<file path="config.mk">
export PLATFORM = sky130hd
export DESIGN_NAME = array_edit_and_sort_core_flat
export DESIGN_NICKNAME = d
export VERILOG_FILES = /design/src/design/aes_pkg.sv /design/src/design/aes_if.sv /design/src/design/array_edit_and_sort_core.sv /design/src/design/aes_mem.sv /design/src/design/aes_seq.sv /design/src/flat_wrapper.sv
export SDC_FILE = /design/constraint.sdc
export NUM_CORES = 1
export LEC_CHECK = 0
export BUFFER_PORTS_ARGS = -buffer_cell sky130_fd_sc_hd__buf_2
export CAP_MARGIN = 20
export CORE_MARGIN = 5
export CORE_UTILIZATION = 25
export DETAILED_ROUTE_END_ITERATION = 6
export PLACE_DENSITY_LB_ADDON = 0.1
export REMOVE_ABC_BUFFERS = 1
export SKIP_CTS_REPAIR_TIMING = 1
export SLEW_MARGIN = 20
export SYNTH_ARGS = -nofsm -noshare
export SYNTH_HDL_FRONTEND = slang
export SYNTH_SLANG_ARGS = --single-unit
</file>
<file path="constraint.sdc">
create_clock -name clk -period 5.99 [get_ports clk]
set_input_delay 1.198 -clock clk [delete_from_list [all_inputs] [get_ports clk]]
set_output_delay 1.198 -clock clk [all_outputs]
set_load 0.005 [all_outputs]
</file>
<file path="src/design/aes_pkg.sv">
// ----------------------------------------------------------------------------
// aes_pkg
// Shared constants, action codes and the result record of the array edit
// and sort block.
// ----------------------------------------------------------------------------
package aes_pkg;

	localparam int CAPACITY_DEF = 16;
	localparam int ELEM_W       = 32;
	localparam int POS_W        = 5;
	localparam int ACT_W        = 2;

	// request action codes; the fourth code has no meaning and is an error
	localparam logic [ACT_W-1:0] ACT_APPEND = 2'd0;
	localparam logic [ACT_W-1:0] ACT_DELETE = 2'd1;
	localparam logic [ACT_W-1:0] ACT_INSERT = 2'd2;

	typedef struct packed {
		logic signed [ELEM_W-1:0] element;
		logic                     phase;
		logic                     error;
		logic                     last;
	} aes_res_t;

endpackage

</file>
<file path="src/design/aes_if.sv">
// ----------------------------------------------------------------------------
// aes_in_if / aes_out_if
// Valid/ready channels for requests into and results out of the block.
// ----------------------------------------------------------------------------
interface aes_in_if
	import aes_pkg::*;
	();
	logic                     valid;
	logic                     ready;
	logic [ACT_W-1:0]         action;
	logic [POS_W-1:0]         position;
	logic signed [ELEM_W-1:0] value;

	modport source (output valid, output action, output position, output value,
		input ready);
	modport sink (input valid, input action, input position, input value,
		output ready);
endinterface

interface aes_out_if
	import aes_pkg::*;
	();
	logic                     valid;
	logic                     ready;
	logic signed [ELEM_W-1:0] element;
	logic                     phase;
	logic                     error;
	logic                     last;

	modport source (output valid, output element, output phase, output error,
		output last, input ready);
	modport sink (input valid, input element, input phase, input error,
		input last, output ready);
endinterface

</file>
<file path="src/design/array_edit_and_sort_core.sv">
// ----------------------------------------------------------------------------
// array_edit_and_sort_core
// Array of signed entries with append, delete and insert, listing the edited
// and the exchange-sorted array after every delete or insert.
// ----------------------------------------------------------------------------
// usage:
//   cmd carries requests (action, position, value); res carries results
//   (element, phase, error, last), both valid/ready.
//   an append gives no result. a delete or insert of an
//   array holding n entries afterwards gives n edited-order results (phase 0)
//   then n sorted results (phase 1), the final one with last set.
//   a bad position, a full array or an unknown action gives a single result
//   with error and last set; the array is left as it was.
//   every step goes through the single read port of the entry store: each entry
//   moved, listed or compared is first read, then written, listed or compared.
//   cmd.ready is high only between requests.
//   results leave through one output register; a stalled receiver holds the
//   sequencer where it is and nothing is lost.
//   reset empties the array (count cleared); entry contents are not cleared.
// ----------------------------------------------------------------------------
module array_edit_and_sort_core
	import aes_pkg::*;
#(
	parameter int CAPACITY = CAPACITY_DEF
) (
	input  logic       clk,
	input  logic       arst_n,
	aes_in_if.sink     cmd,
	aes_out_if.source  res
);

	localparam int AW = $clog2(CAPACITY);
	localparam int CW = $clog2(CAPACITY + 1);

	logic                     mem_we;
	logic [AW-1:0]            mem_waddr;
	logic signed [ELEM_W-1:0] mem_wdata;
	logic                     mem_re;
	logic [AW-1:0]            mem_raddr;
	logic signed [ELEM_W-1:0] mem_rdata;
	logic                     res_push;
	aes_res_t                 res_d;
	logic                     res_free;
	logic                     out_valid_q;
	aes_res_t                 out_q;

	aes_mem #(
		.DEPTH (CAPACITY),
		.AW    (AW)
	) u_mem (
		.clk   (clk),
		.we    (mem_we),
		.waddr (mem_waddr),
		.wdata (mem_wdata),
		.re    (mem_re),
		.raddr (mem_raddr),
		.rdata (mem_rdata)
	);

	aes_seq #(
		.CAPACITY (CAPACITY),
		.AW       (AW),
		.CW       (CW)
	) u_seq (
		.clk       (clk),
		.arst_n    (arst_n),
		.cmd       (cmd),
		.mem_we    (mem_we),
		.mem_waddr (mem_waddr),
		.mem_wdata (mem_wdata),
		.mem_re    (mem_re),
		.mem_raddr (mem_raddr),
		.mem_rdata (mem_rdata),
		.res_push  (res_push),
		.res       (res_d),
		.res_free  (res_free)
	);

	assign res_free = !out_valid_q || res.ready;

	always_ff @(posedge clk or negedge arst_n) begin
		if (!arst_n) begin
			out_valid_q <= 1'b0;
		end else if (res_push) begin
			out_valid_q <= 1'b1;
		end else if (res.ready) begin
			out_valid_q <= 1'b0;
		end
	end

	always_ff @(posedge clk) begin
		if (res_push) begin
			out_q <= res_d;
		end
	end

	assign res.valid   = out_valid_q;
	assign res.element = out_q.element;
	assign res.phase   = out_q.phase;
	assign res.error   = out_q.error;
	assign res.last    = out_q.last;

	// the sequencer never overwrites a result that is still waiting
	assert property (@(posedge clk) disable iff (!arst_n)
		res_push |-> res_free)
		else $error("result pushed into a full output register");

	// no result is produced while the block waits for a request
	assert property (@(posedge clk) disable iff (!arst_n)
		cmd.ready |-> !res_push)
		else $error("result pushed while idle");

	// an error result stands alone and closes the request
	assert property (@(posedge clk) disable iff (!arst_n)
		res_push && res_d.error |-> res_d.last && !res_d.phase && res_d.element == '0)
		else $error("malformed error result");

endmodule

</file>
<file path="src/design/aes_mem.sv">
// ----------------------------------------------------------------------------
// aes_mem
// Entry store: one write port, one read port with registered read data that
// holds while no read is issued.
// ----------------------------------------------------------------------------
module aes_mem
	import aes_pkg::*;
#(
	parameter int DEPTH = CAPACITY_DEF,
	parameter int AW    = $clog2(CAPACITY_DEF)
) (
	input  logic                     clk,
	input  logic                     we,
	input  logic [AW-1:0]            waddr,
	input  logic signed [ELEM_W-1:0] wdata,
	input  logic                     re,
	input  logic [AW-1:0]            raddr,
	output logic signed [ELEM_W-1:0] rdata
);

	logic signed [ELEM_W-1:0] mem_q [DEPTH];
	logic signed [ELEM_W-1:0] rdata_q;

	always_ff @(posedge clk) begin
		if (we) begin
			mem_q[waddr] <= wdata;
		end
		if (re) begin
			rdata_q <= mem_q[raddr];
		end
	end

	assign rdata = rdata_q;

endmodule

</file>
<file path="src/design/aes_seq.sv">
// ----------------------------------------------------------------------------
// aes_seq
// Sequencer: takes a request, shifts entries through the store, lists them,
// runs the exchange sort with one signed comparator and lists them again.
// ----------------------------------------------------------------------------
module aes_seq
	import aes_pkg::*;
#(
	parameter int CAPACITY = CAPACITY_DEF,
	parameter int AW       = $clog2(CAPACITY_DEF),
	parameter int CW       = $clog2(CAPACITY_DEF + 1)
) (
	input  logic                     clk,
	input  logic                     arst_n,
	aes_in_if.sink                   cmd,
	output logic                     mem_we,
	output logic [AW-1:0]            mem_waddr,
	output logic signed [ELEM_W-1:0] mem_wdata,
	output logic                     mem_re,
	output logic [AW-1:0]            mem_raddr,
	input  logic signed [ELEM_W-1:0] mem_rdata,
	output logic                     res_push,
	output aes_res_t                 res,
	input  logic                     res_free
);

	localparam int CMPW = (CW > POS_W) ? CW : POS_W;

	typedef enum logic [10:0] {
		S_IDLE     = 11'b000_0000_0001,
		S_SHIFT_RD = 11'b000_0000_0010,
		S_SHIFT_WR = 11'b000_0000_0100,
		S_EMIT_RD  = 11'b000_0000_1000,
		S_EMIT_OUT = 11'b000_0001_0000,
		S_SORT_A   = 11'b000_0010_0000,
		S_SORT_CUR = 11'b000_0100_0000,
		S_SORT_RD  = 11'b000_1000_0000,
		S_SORT_CMP = 11'b001_0000_0000,
		S_SORT_WB  = 11'b010_0000_0000,
		S_ERR      = 11'b100_0000_0000
	} state_t;

	state_t                   state_q, state_d;
	logic [ACT_W-1:0]         op_q, op_d;
	logic [AW-1:0]            pos_q, pos_d;
	logic signed [ELEM_W-1:0] val_q, val_d;
	logic [CW-1:0]            count_q, count_d;
	logic [AW-1:0]            n_q, n_d;
	logic [AW-1:0]            a_q, a_d;
	logic [AW-1:0]            b_q, b_d;
	logic [AW-1:0]            e_q, e_d;
	logic                     phase_q, phase_d;
	logic signed [ELEM_W-1:0] cur_q, cur_d;
	logic [CW-1:0]            cnt_m1;
	logic                     e_end, a_end, b_end;

	assign cnt_m1 = count_q - 1'b1;
	assign e_end  = (CW'(e_q) == cnt_m1);
	assign a_end  = (CW'(a_q) == cnt_m1);
	assign b_end  = (CW'(b_q) == cnt_m1);

	assign cmd.ready = (state_q == S_IDLE);

	always_comb begin
		state_d   = state_q;
		op_d      = op_q;
		pos_d     = pos_q;
		val_d     = val_q;
		count_d   = count_q;
		n_d       = n_q;
		a_d       = a_q;
		b_d       = b_q;
		e_d       = e_q;
		phase_d   = phase_q;
		cur_d     = cur_q;
		mem_we    = 1'b0;
		mem_waddr = '0;
		mem_wdata = val_q;
		mem_re    = 1'b0;
		mem_raddr = '0;
		res_push  = 1'b0;
		res       = '{element: mem_rdata, phase: phase_q, error: 1'b0,
			last: phase_q && e_end};

		case (state_q)
			S_IDLE: begin
				if (cmd.valid) begin
					op_d  = cmd.action;
					pos_d = AW'(cmd.position);
					val_d = cmd.value;
					case (cmd.action)
						ACT_APPEND: begin
							if (count_q == CW'(CAPACITY)) begin
								state_d = S_ERR;
							end else begin
								mem_we    = 1'b1;
								mem_waddr = count_q[AW-1:0];
								mem_wdata = cmd.value;
								count_d   = count_q + 1'b1;
							end
						end
						ACT_DELETE: begin
							if (CMPW'(cmd.position) >= CMPW'(count_q)) begin
								state_d = S_ERR;
							end else begin
								n_d     = AW'(cmd.position);
								state_d = S_SHIFT_RD;
							end
						end
						ACT_INSERT: begin
							if (count_q == CW'(CAPACITY) ||
								CMPW'(cmd.position) > CMPW'(count_q)) begin
								state_d = S_ERR;
							end else begin
								n_d     = count_q[AW-1:0];
								state_d = S_SHIFT_RD;
							end
						end
						default: begin
							state_d = S_ERR;
						end
					endcase
				end
			end
			S_SHIFT_RD: begin
				e_d     = '0;
				phase_d = 1'b0;
				if (op_q == ACT_DELETE) begin
					if (CW'(n_q) + 1'b1 < count_q) begin
						mem_re    = 1'b1;
						mem_raddr = n_q + 1'b1;
						state_d   = S_SHIFT_WR;
					end else begin
						count_d = count_q - 1'b1;
						// array left empty: nothing to list
						state_d = (count_q == CW'(1)) ? S_IDLE : S_EMIT_RD;
					end
				end else begin
					if (n_q > pos_q) begin
						mem_re    = 1'b1;
						mem_raddr = n_q - 1'b1;
						state_d   = S_SHIFT_WR;
					end else begin
						mem_we    = 1'b1;
						mem_waddr = pos_q;
						mem_wdata = val_q;
						count_d   = count_q + 1'b1;
						state_d   = S_EMIT_RD;
					end
				end
			end
			S_SHIFT_WR: begin
				mem_we    = 1'b1;
				mem_waddr = n_q;
				mem_wdata = mem_rdata;
				n_d       = (op_q == ACT_DELETE) ? n_q + 1'b1 : n_q - 1'b1;
				state_d   = S_SHIFT_RD;
			end
			S_EMIT_RD: begin
				mem_re    = 1'b1;
				mem_raddr = e_q;
				state_d   = S_EMIT_OUT;
			end
			S_EMIT_OUT: begin
				if (res_free) begin
					res_push = 1'b1;
					if (e_end) begin
						a_d     = '0;
						state_d = phase_q ? S_IDLE : S_SORT_A;
					end else begin
						e_d     = e_q + 1'b1;
						state_d = S_EMIT_RD;
					end
				end
			end
			S_SORT_A: begin
				mem_re    = 1'b1;
				mem_raddr = a_q;
				state_d   = S_SORT_CUR;
			end
			S_SORT_CUR: begin
				cur_d   = mem_rdata;
				b_d     = '0;
				state_d = S_SORT_RD;
			end
			S_SORT_RD: begin
				// entry a lives in cur_q during the pass, so skip b == a
				if (b_q == a_q) begin
					b_d     = b_q + 1'b1;
					state_d = b_end ? S_SORT_WB : S_SORT_RD;
				end else begin
					mem_re    = 1'b1;
					mem_raddr = b_q;
					state_d   = S_SORT_CMP;
				end
			end
			S_SORT_CMP: begin
				if (cur_q < mem_rdata) begin
					mem_we    = 1'b1;
					mem_waddr = b_q;
					mem_wdata = cur_q;
					cur_d     = mem_rdata;
				end
				b_d     = b_q + 1'b1;
				state_d = b_end ? S_SORT_WB : S_SORT_RD;
			end
			S_SORT_WB: begin
				mem_we    = 1'b1;
				mem_waddr = a_q;
				mem_wdata = cur_q;
				if (a_end) begin
					e_d     = '0;
					phase_d = 1'b1;
					state_d = S_EMIT_RD;
				end else begin
					a_d     = a_q + 1'b1;
					state_d = S_SORT_A;
				end
			end
			S_ERR: begin
				res = '{element: '0, phase: 1'b0, error: 1'b1, last: 1'b1};
				if (res_free) begin
					res_push = 1'b1;
					state_d  = S_IDLE;
				end
			end
			default: begin
				state_d = S_IDLE;
			end
		endcase
	end

	always_ff @(posedge clk or negedge arst_n) begin
		if (!arst_n) begin
			state_q <= S_IDLE;
			count_q <= '0;
			op_q    <= ACT_APPEND;
			n_q     <= '0;
			a_q     <= '0;
			b_q     <= '0;
			e_q     <= '0;
			phase_q <= 1'b0;
		end else begin
			state_q <= state_d;
			count_q <= count_d;
			op_q    <= op_d;
			n_q     <= n_d;
			a_q     <= a_d;
			b_q     <= b_d;
			e_q     <= e_d;
			phase_q <= phase_d;
		end
	end

	always_ff @(posedge clk) begin
		pos_q <= pos_d;
		val_q <= val_d;
		cur_q <= cur_d;
	end

endmodule
</file>
<file path="src/flat_wrapper.sv">
// flat-port wrapper written by rule: the top's interface ports become plain ports
module array_edit_and_sort_core_flat import aes_pkg::*;
#(
	parameter int CAPACITY = CAPACITY_DEF
)
  (clk, arst_n, cmd_valid, cmd_action, cmd_position, cmd_value, cmd_ready, res_valid, res_element, res_phase, res_error, res_last, res_ready);
  aes_in_if cmd_i ();
  aes_out_if res_i ();
  input  logic clk;
  input  logic arst_n;
  input wire logic [$bits(cmd_i.valid)-1:0] cmd_valid;
  input wire logic [$bits(cmd_i.action)-1:0] cmd_action;
  input wire logic [$bits(cmd_i.position)-1:0] cmd_position;
  input wire logic [$bits(cmd_i.value)-1:0] cmd_value;
  output wire logic [$bits(cmd_i.ready)-1:0] cmd_ready;
  output wire logic [$bits(res_i.valid)-1:0] res_valid;
  output wire logic [$bits(res_i.element)-1:0] res_element;
  output wire logic [$bits(res_i.phase)-1:0] res_phase;
  output wire logic [$bits(res_i.error)-1:0] res_error;
  output wire logic [$bits(res_i.last)-1:0] res_last;
  input wire logic [$bits(res_i.ready)-1:0] res_ready;
  assign cmd_i.valid = cmd_valid;
  assign cmd_i.action = cmd_action;
  assign cmd_i.position = cmd_position;
  assign cmd_i.value = cmd_value;
  assign cmd_ready = cmd_i.ready;
  assign res_valid = res_i.valid;
  assign res_element = res_i.element;
  assign res_phase = res_i.phase;
  assign res_error = res_i.error;
  assign res_last = res_i.last;
  assign res_i.ready = res_ready;
  array_edit_and_sort_core #(.CAPACITY(CAPACITY)) u_core (.clk(clk), .arst_n(arst_n), .cmd(cmd_i), .res(res_i));
endmodule
</file>
==> results of run 1 <==
flip-flops by register name, summed over array words and instances, names as in the netlist, 2 cells and up:
signal and count:
u_core.u_seq.op_q 2, u_core.u_mem.mem_q 512, u_core.u_seq.val_q 32, u_core.res.element 32, u_core.u_seq.cur_q 32, u_core.u_seq.e_q 4, u_core.u_seq.pos_q 4, u_core.u_seq.state_q 11
u_core.u_seq.a_q 4, u_core.u_seq.b_q 4, u_core.u_seq.n_q 4, u_core.u_seq.count_q 5, u_core.u_mem.rdata 32
routing by layer:
| layer | vias up | track usage | wire length [um] |
|---|---|---|---|
| li1 | 8233 | - | - |
| met1 | 9689 | 0.231 | 47600 |
| met2 | 515 | 0.256 | 45700 |
| met3 | 126 | 0.0264 | 4960 |
| met4 | 0 | 0.0415 | 1990 |
| met5 | - | 0 | 0 |
final cells by class:
cell class,instances,area (um^2)
inverter,51,191
sequential,683,20300
antenna,1,2.50
fill,11449,80100
timing repair buffer,151,1150
multi-input combinational,1155,7680
clock inverter,56,522
clock buffer,93,2060
tap,1512,1890
through the flow:
stage,hold WS (ns),TNS [ns],total power (uW),cells
2_1_floorplan,0.451,-104.42,7780,1889
3_3_place_gp,0.459,0,8980,3552
3_5_place_dp,0.466,0,9000,3552
4_1_cts,0.479,0,13900,3701
5_1_grt,0.494,0,14300,3701
6_report,0.480,0,13700,3702
cell families after synthesis:
group	after synthesis
buf+inv	190
mux	8
flops	683
compound gates	475
fa+ha+maj	56
xor+xnor	30
simple gates	586
path summary, 6_finish.rpt:
check                                  startpoint                          to  slack, ns  cells after the start
setup / recovery           u_core.u_mem.rdata[10]  u_core.u_mem.mem_q[15][25]       1.01                     12
max in group asynchronous                  arst_n         u_core.u_seq.b_q[3]       4.70                      1
setup reg to reg           u_core.u_mem.rdata[10]  u_core.u_mem.mem_q[15][25]       1.01                     12
min in group asynchronous                  arst_n         u_core.u_seq.n_q[3]       0.69                      1
hold / removal             u_core.u_mem.rdata[19]      u_core.u_seq.cur_q[19]       0.48                      0
hold reg to reg            u_core.u_mem.rdata[19]      u_core.u_seq.cur_q[19]       0.48                      0
synthesized netlist by cell type, types with 3 or more instances:
| cell type | n | area (um^2) |
|---|---|---|
| or4_1 | 4 | 30.0 |
| o21ai_0 | 34 | 170 |
| a211oi_1 | 5 | 37.5 |
| clkbuf_1 | 90 | 338 |
| nor3b_1 | 6 | 45.0 |
| and2_1 | 5 | 31.3 |
| o211ai_1 | 5 | 37.5 |
| nor2_1 | 150 | 563 |
| a31oi_1 | 40 | 250 |
| o21a_1 | 3 | 22.5 |
| a221o_1 | 31 | 310 |
| a222oi_1 | 36 | 360 |
| a311o_1 | 24 | 240 |
| buf_1 | 10 | 37.5 |
| nand3_1 | 54 | 270 |
| a21oi_1 | 49 | 245 |
| nor4_1 | 5 | 31.3 |
| or2_2 | 3 | 18.8 |
| nand4_1 | 8 | 50.1 |
| inv_1 | 51 | 191 |
| ha_1 | 56 | 701 |
| edfxtp_1 | 647 | 19400 |
| xor2_1 | 14 | 123 |
| or3_1 | 4 | 25.0 |
| nor2b_1 | 11 | 68.8 |
| and3_1 | 7 | 43.8 |
| a22oi_1 | 36 | 270 |
| nand2_1 | 290 | 1090 |
| dfrtp_1 | 35 | 876 |
| nor3_1 | 10 | 50.1 |
| buf_2 | 35 | 175 |
| xnor2_1 | 16 | 140 |
| mux2i_1 | 7 | 70.1 |
| o311ai_1 | 3 | 26.3 |
| nand2b_1 | 16 | 100 |
| a221oi_1 | 187 | 1640 |
worst register-to-register path, delay by kind of cell (launching register included):
family	cells	cell delay, ns
adders and majority gates	1	0.29
buffers and inverters	2	0.53
AOI/OAI and AO/OA	4	1.61
DFF	1	0.41
and+or+nand+nor	5	1.77
power breakdown:
group | switching, uW | internal, uW | leakage [uW]
registers | 195 | 6170 | 0.00631
logic | 1850 | 651 | 0.00369
clock network | 2030 | 2820 | 0.00127
total | 4080 | 9650 | 0.0113
==> impl_results.md, run 1 <==
- Status: finished clean
- Starting density of the core: 0.251
- Main synth FF type: edfxtp_1
- Core Util, Final: 0.297
- Vert. Die Dim: 348 um
- Final hold violation count: 0
- CP Cell Sequence: inv_1, ha_1, nand2_1, o21ai_0, a32oi_1, a2111oi_4, nor3_1, and3b_2, a221o_1, nand2_1, nor2_4, buf_4
- Share of cells above drive strength 1: 0.149
- Post-synth EDFFs: 647
- Mux share of post-synthesis cell area: 0.00285
- Core footprint: between 100000 and 150000 um^2
- WL per Instance: 27.1 um
- H-tree depth: 3
- #FFs+latches synth: 683
- CTS sink cnt: 683
- CTS root buf: clkbuf_16
- RSZ-0062 raised after global routing: no
- Most frequent CP cell: nand2_1
- Compound-cell area share of the yosys netlist: 0.134
- Area after DPL: 31200 um^2
- Max Slew Vio Count: 0
- Worst setup margin: approximately 1.0 ns
- Xor and xnor area share after synthesis: 0.00921
- Post-route cell area: roughly 34000 um^2
- Maximum fanout along the worst path: 21
- Detail Placement HPWL: 62800 um
- Simple-gate share of the synthesized area: 0.0900
- Slew headroom: 0.362
- Clk_skew: 0.0408 ns
- Crit-path leading delay family: simple AND/OR/NAND/NOR gates
- Final setup viols: 0
- Leak: 0.0113 uW
- Slew @ Worst Pin: 0.957 ns
- Final Critical Period: 4.98 ns
- Synth warnings: 0
- Pre-CTS setup slack: 0.995 ns
- Most frequent cells in the layout: edfxtp_1, nand2_1, a221oi_1
- Vias in the first global route: 18693
- Worst Hold Class: register to register
- Max Freq: 201 MHz
- IO Port Bufs: ~80
- DRC Markers: 0
- Num CTS Buffers: 80
- Initial antenna violation count: 6
- CTS tree: built
- Final wirelength: 100000 um
- Critical path class: register to register
- Iter 0 DRT Violations: 1744
- DR pass1 iterations: 7
- CP Capture Type: register
- First-pass GRT wire length: 142000 um
- Worst skew pair latency: about 0.66 ns
- Largest family of logic cells by synthesized area: compound AO/OA/AOI/OAI gates
- Crit path required time: 6.29 ns
- Total die area: about 120000 um^2
- P&R area growth vs syn: 18.5%
- Ys async rst share: 0.0527
- Max-cap violations: 0
- GRT Total Usage: 0.161
- Reg clk slew, reported paths: 0.06 ns
- Chip width: 348 um
- GPL Wtd Cong: 0.775
- Most common cell after layout, fill and taps aside: edfxtp_1
- Post-Synth Adder-Cell Area: 0.0245
- Largest net degree at the start of global routing: 61
- CP Launch Type: register
- Fin crit share: 0.832
- # IOs: 80
- Critical path arrival: around 5.3 ns
- CP bufs+invs: 2
- Register area share after synthesis: 0.712
- Gr ovfl total: 0
- Number of routed nets with antenna violations: 0
- Via density: ~5
- Vias: ~19000
- Netlist cell types: 69
- Area of the mapped netlist: 28500 um^2
- Max VDD drop: roughly 0.00017 V
- Final #Nets: 2221
- Cell row count: 124
- Avg Cell Area, Syn: 14.1 um^2
- Critical Path Slowest Stage Cell: and3b_2
- Clk buf depth: 3
- Crit-path max cell delay: 0.71 ns
- Syn Inst Count: 2028
- Pwr per Cell Area: 406 nW/um^2
Note: power is estimated with default switching activity, not from simulation.
==> inputs of run 2 (changes only) <==
--- a/config.mk
+++ b/config.mk
@@ -5,6 +5,7 @@
 export SDC_FILE = /design/constraint.sdc
 export NUM_CORES = 1
 export LEC_CHECK = 0
+export ABC_AREA = 1
 export BUFFER_PORTS_ARGS = -buffer_cell sky130_fd_sc_hd__buf_2
 export CAP_MARGIN = 20
 export CORE_MARGIN = 5
==> constraint.sdc (replaced) <==
create_clock -name clk -period 4.2 [get_ports clk]
set_input_delay 0.84 -clock clk [delete_from_list [all_inputs] [get_ports clk]]
set_output_delay 0.84 -clock clk [all_outputs]
set_load 0.005 [all_outputs]
==> run 2 against run 1 <==
Compared with the run above: critical path depth up 2; clock skew rose by 0.015 ns; global-route usage rose by 1.1 points; worst setup slack lost 0.77 ns; core utilization grew 0.28 points; count of clock-buffer cells in the layout grew 16; synthesized cell count increased by 44%; critical endpoint is now u_core.u_mem.mem_q[6][19].
==> impl_results.md, run 2 <==
- Status: finished clean (unchanged)
- Top-area cell type share of the netlist area: 0.613 (was 0.681)
- Reg clk slew, reported paths: 0.06 ns (about the same)
- Final setup viols: 0 (unchanged)
- Worst Hold Class: primary input to async pin (was register to register)
- CP Launch Point: u_core.u_mem.rdata[21] (was u_core.u_mem.rdata[10])
- Register area share after synthesis: 0.642 (was 0.712)
- Maximum fanout along the worst path: 15 (was 21)
- Core footprint: 126000 um^2 (was 114000 um^2)
- Num CTS Buffers: 83 (was 80)
- Final Critical Period: 3.97 ns (was 4.98 ns)
- Critical path arrival: 4.29 ns (was 5.29 ns)
- Max-cap violations: 0 (unchanged)
- Main synth FF type: edfxtp_1 (unchanged)
- Cell Count, Final, Fillers Out: 4765 (was 3702)
- Final hold violation count: 0 (unchanged)
- Met2 wire length: 53300 um (was 45700 um)
- Number of routed nets with antenna violations: 0 (unchanged)
- # IOs: 80 (unchanged)
- Top Layer Used: met4 (unchanged)
- Worst skew pair latency: 0.67 ns (was 0.66 ns)
- Critical path class: register to register (unchanged)
- Largest area contributor in the netlist: edfxtp_1 (unchanged)
- Most flops, register: u_core.u_mem.mem_q (unchanged)
- Post-route cell area: 37700 um^2 (was 33800 um^2)
- Vert. Die Dim: 366 um (was 348 um)
- Share of cells above drive strength 1: 0.121 (was 0.149)
- IO Port Bufs: 79 (unchanged)
- Slew headroom: 0.225 (was 0.362)
- Hold slack final: 0.343 ns (was 0.480 ns)
- Slew @ Worst Pin: 1.16 ns (was 0.957 ns)
- Starting density of the core: 0.252 (was 0.251)
- P&R area growth vs syn: 19.0% (was 18.5%)
- Cell row count: 130 (was 124)
- Detail Placement HPWL: 66700 um (was 62800 um)
- First-pass GRT wire length: 168000 um (was 142000 um)
- Leak: 0.0144 uW (was 0.0113 uW)
- CTS root buf: clkbuf_16 (unchanged)
- CP Capture Point: u_core.u_mem.mem_q[6][19] (was u_core.u_mem.mem_q[15][25])
- Area after DPL: 35100 um^2 (was 31200 um^2)
- Avg Cell Area, Syn: 10.8 um^2 (was 14.1 um^2)
- WL per Instance: 24.9 um (was 27.1 um)
- Fin crit share: 0.945 (was 0.832)
- Placed instance count: 4617 (was 3552)
- Worst R2R Setup Slack: 0.23 ns (was 1.01 ns)
- Iter 0 DRT Violations: 1945 (was 1744)
- DRC Markers: 0 (unchanged)
- Total power: 19700 uW (was 13700 uW)
- Chip width: 366 um (was 348 um)
- Post-synth EDFFs: 647 (unchanged)
- Largest net degree at the start of global routing: 121 (was 61)
- Worst setup margin: 0.233 ns (was 1.01 ns)
- Netlist cell types: 47 (was 69)
- Gr ovfl total: 0 (unchanged)
- Syn Inst Count: 2928 (was 2028)
- CTS tree: built (unchanged)
- CP Launch Type: register (unchanged)
- DR pass1 iterations: 5 (was 7)
- Most frequent cells in the layout: edfxtp_1, nand3_1, nand2_1 (was edfxtp_1, nand2_1, a221oi_1)
- Vias in the first global route: 22572 (was 18693)
- Top cells by area, synth: edfxtp_1, nand3_1, nand2_1, nand3b_1, inv_1 (was edfxtp_1, a221oi_1, nand2_1, dfrtp_1, ha_1)
- Count leader, synth: edfxtp_1 (unchanged)
- Pre-CTS setup slack: 0.151 ns (was 0.995 ns)
- Via density: 4.75 (was 5.01)
- Reg2reg end: u_core.u_mem.mem_q[6][19] (was u_core.u_mem.mem_q[15][25])
- RSZ-0062 raised after global routing: no (unchanged)
- R2R cell count: 14 (was 12)
- GRT Total Usage: 0.172 (was 0.161)
- Most common cell after layout, fill and taps aside: edfxtp_1 (unchanged)
- Vias: 22652 (was 18563)
- M1 WL: 55300 um (was 47600 um)
- GPL Wtd Cong: 0.799 (was 0.775)
- #FFs+latches synth: 683 (unchanged)
- Synth warnings: 0 (unchanged)
- Multi-input logic area: 9240 um^2 (was 7680 um^2)
- Area of the mapped netlist: 31700 um^2 (was 28500 um^2)
- Clk buf depth: 3 (unchanged)
- Synth cell count leaders: edfxtp_1, nand3_1, nand2_1 (was edfxtp_1, nand2_1, a221oi_1)
- Number of diodes: 0 (was 1)
- R2r startpoint: u_core.u_mem.rdata[21] (was u_core.u_mem.rdata[10])
- Final #Nets: 3152 (was 2221)
- Crit path required time: 4.53 ns (was 6.29 ns)
- Max VDD drop: 0.000321 V (was 0.000174 V)
- Max Slew Vio Count: 0 (unchanged)
- Ys async rst share: 0.0527 (unchanged)
- Clk_skew: 0.0554 ns (was 0.0408 ns)
- Largest register FFs: 512 (unchanged)
- Metal3 WL: 7280 um (was 4960 um)
- # fillers: 12903 (was 11449)
- Max Freq: 252 MHz (was 201 MHz)
- Pwr per Cell Area: 524 nW/um^2 (was 406 nW/um^2)
- CP Capture Type: register (unchanged)
- Total die area: 134000 um^2 (was 121000 um^2)
- H-tree depth: 3 (unchanged)
- Reg area: 20300 um^2 (unchanged)
- CTS sink cnt: 683 (unchanged)
- Final wirelength: 119000 um (was 100000 um)
- Initial antenna violation count: 6 (unchanged)
[run 2: cell types whose count changed in the layout (fill, tap and decap cells not counted), sizes merged, moves of 24 or more]
cell and change:
nand3 +511, inv +358, nand3b +225, nand2 +203
a221oi -153, buf +46, a31oi -37, a222oi -36
a22oi -36, a221o -31, nor2 -28, a311o -24
[run 2: worst max-delay path, cell delays in order, from the launching register on]
cell and delay [ns]:
edfxtp_1 0.39, inv_1 0.23, ha_1 0.30, a21oi_1 0.18, nor2_1 0.06, nor3_1 0.57, a21oi_1 0.19, nor2_1 0.22
nand2_1 0.10, nand2_1 0.14, nand4_1 0.13, nand2_1 0.14, nand3_1 0.34, nor2_4 0.26, buf_4 0.35
[run 2: worst min path at each step]
stage / start / endpoint / slack, ns
after floorplan: u_core.u_mem.rdata[10] / u_core.u_seq.cur_q[10] / 0.43
after global placement: u_core.u_mem.rdata[3] / u_core.u_seq.cur_q[3] / 0.43
after detailed placement: u_core.u_mem.rdata[1] / u_core.u_seq.cur_q[1] / 0.43
after CTS: cmd_value[23] / u_core.u_seq.val_q[23] / 0.33
after global routing: cmd_value[9] / u_core.u_seq.val_q[9] / 0.33
final: arst_n / u_core.u_seq.count_q[3] / 0.34
[run 2: layer usage]
metal,vias to the layer above,GRT usage
met3,155,0.0338
met4,0,0.0422
li1,10366,-
met2,731,0.271
met5,-,0
met1,11400,0.244
[run 2: logic make-up (layout without fill, tap and decap cells)]
kind of cell / after synthesis / after routing / synth area share
flip-flops: 683 / 683 / 0.642
adder cells (fa/ha/maj): 56 / 56 / 0.0221
XOR/XNOR: 26 / 26 / 0.00742
AND/OR/NAND/NOR: 1441 / 1442 / 0.225
buffers and inverters: 570 / 756 / 0.0738
AO/OA/AOI/OAI: 152 / 152 / 0.0303
[run 2: final cells by class]
| type | instances | share of cell area |
|---|---|---|
| flip-flops and latches | 683 | 0.539 |
| well taps | 1650 | 0.0548 |
| inverters | 412 | 0.0413 |
| multi-input cells | 1676 | 0.245 |
| repair buffers | 197 | 0.0502 |
| clock buffers | 109 | 0.0588 |
| clock inverters | 38 | 0.0105 |
[run 2: metrics by stage]
stage	utilization	setup TNS [ns]
after floorplan	-	-299.32
after global placement	0.279	0
after detailed placement	0.279	0
after CTS	0.300	0
after global routing	0.300	0
final	0.300	0
[run 2: report_power, final]
part / switching (uW) / internal (uW) / total [uW]
sequential: 156 / 8760 / 8910
clock: 2940 / 4090 / 7030
combinational: 2620 / 1190 / 3810
total: 5710 / 14000 / 19700
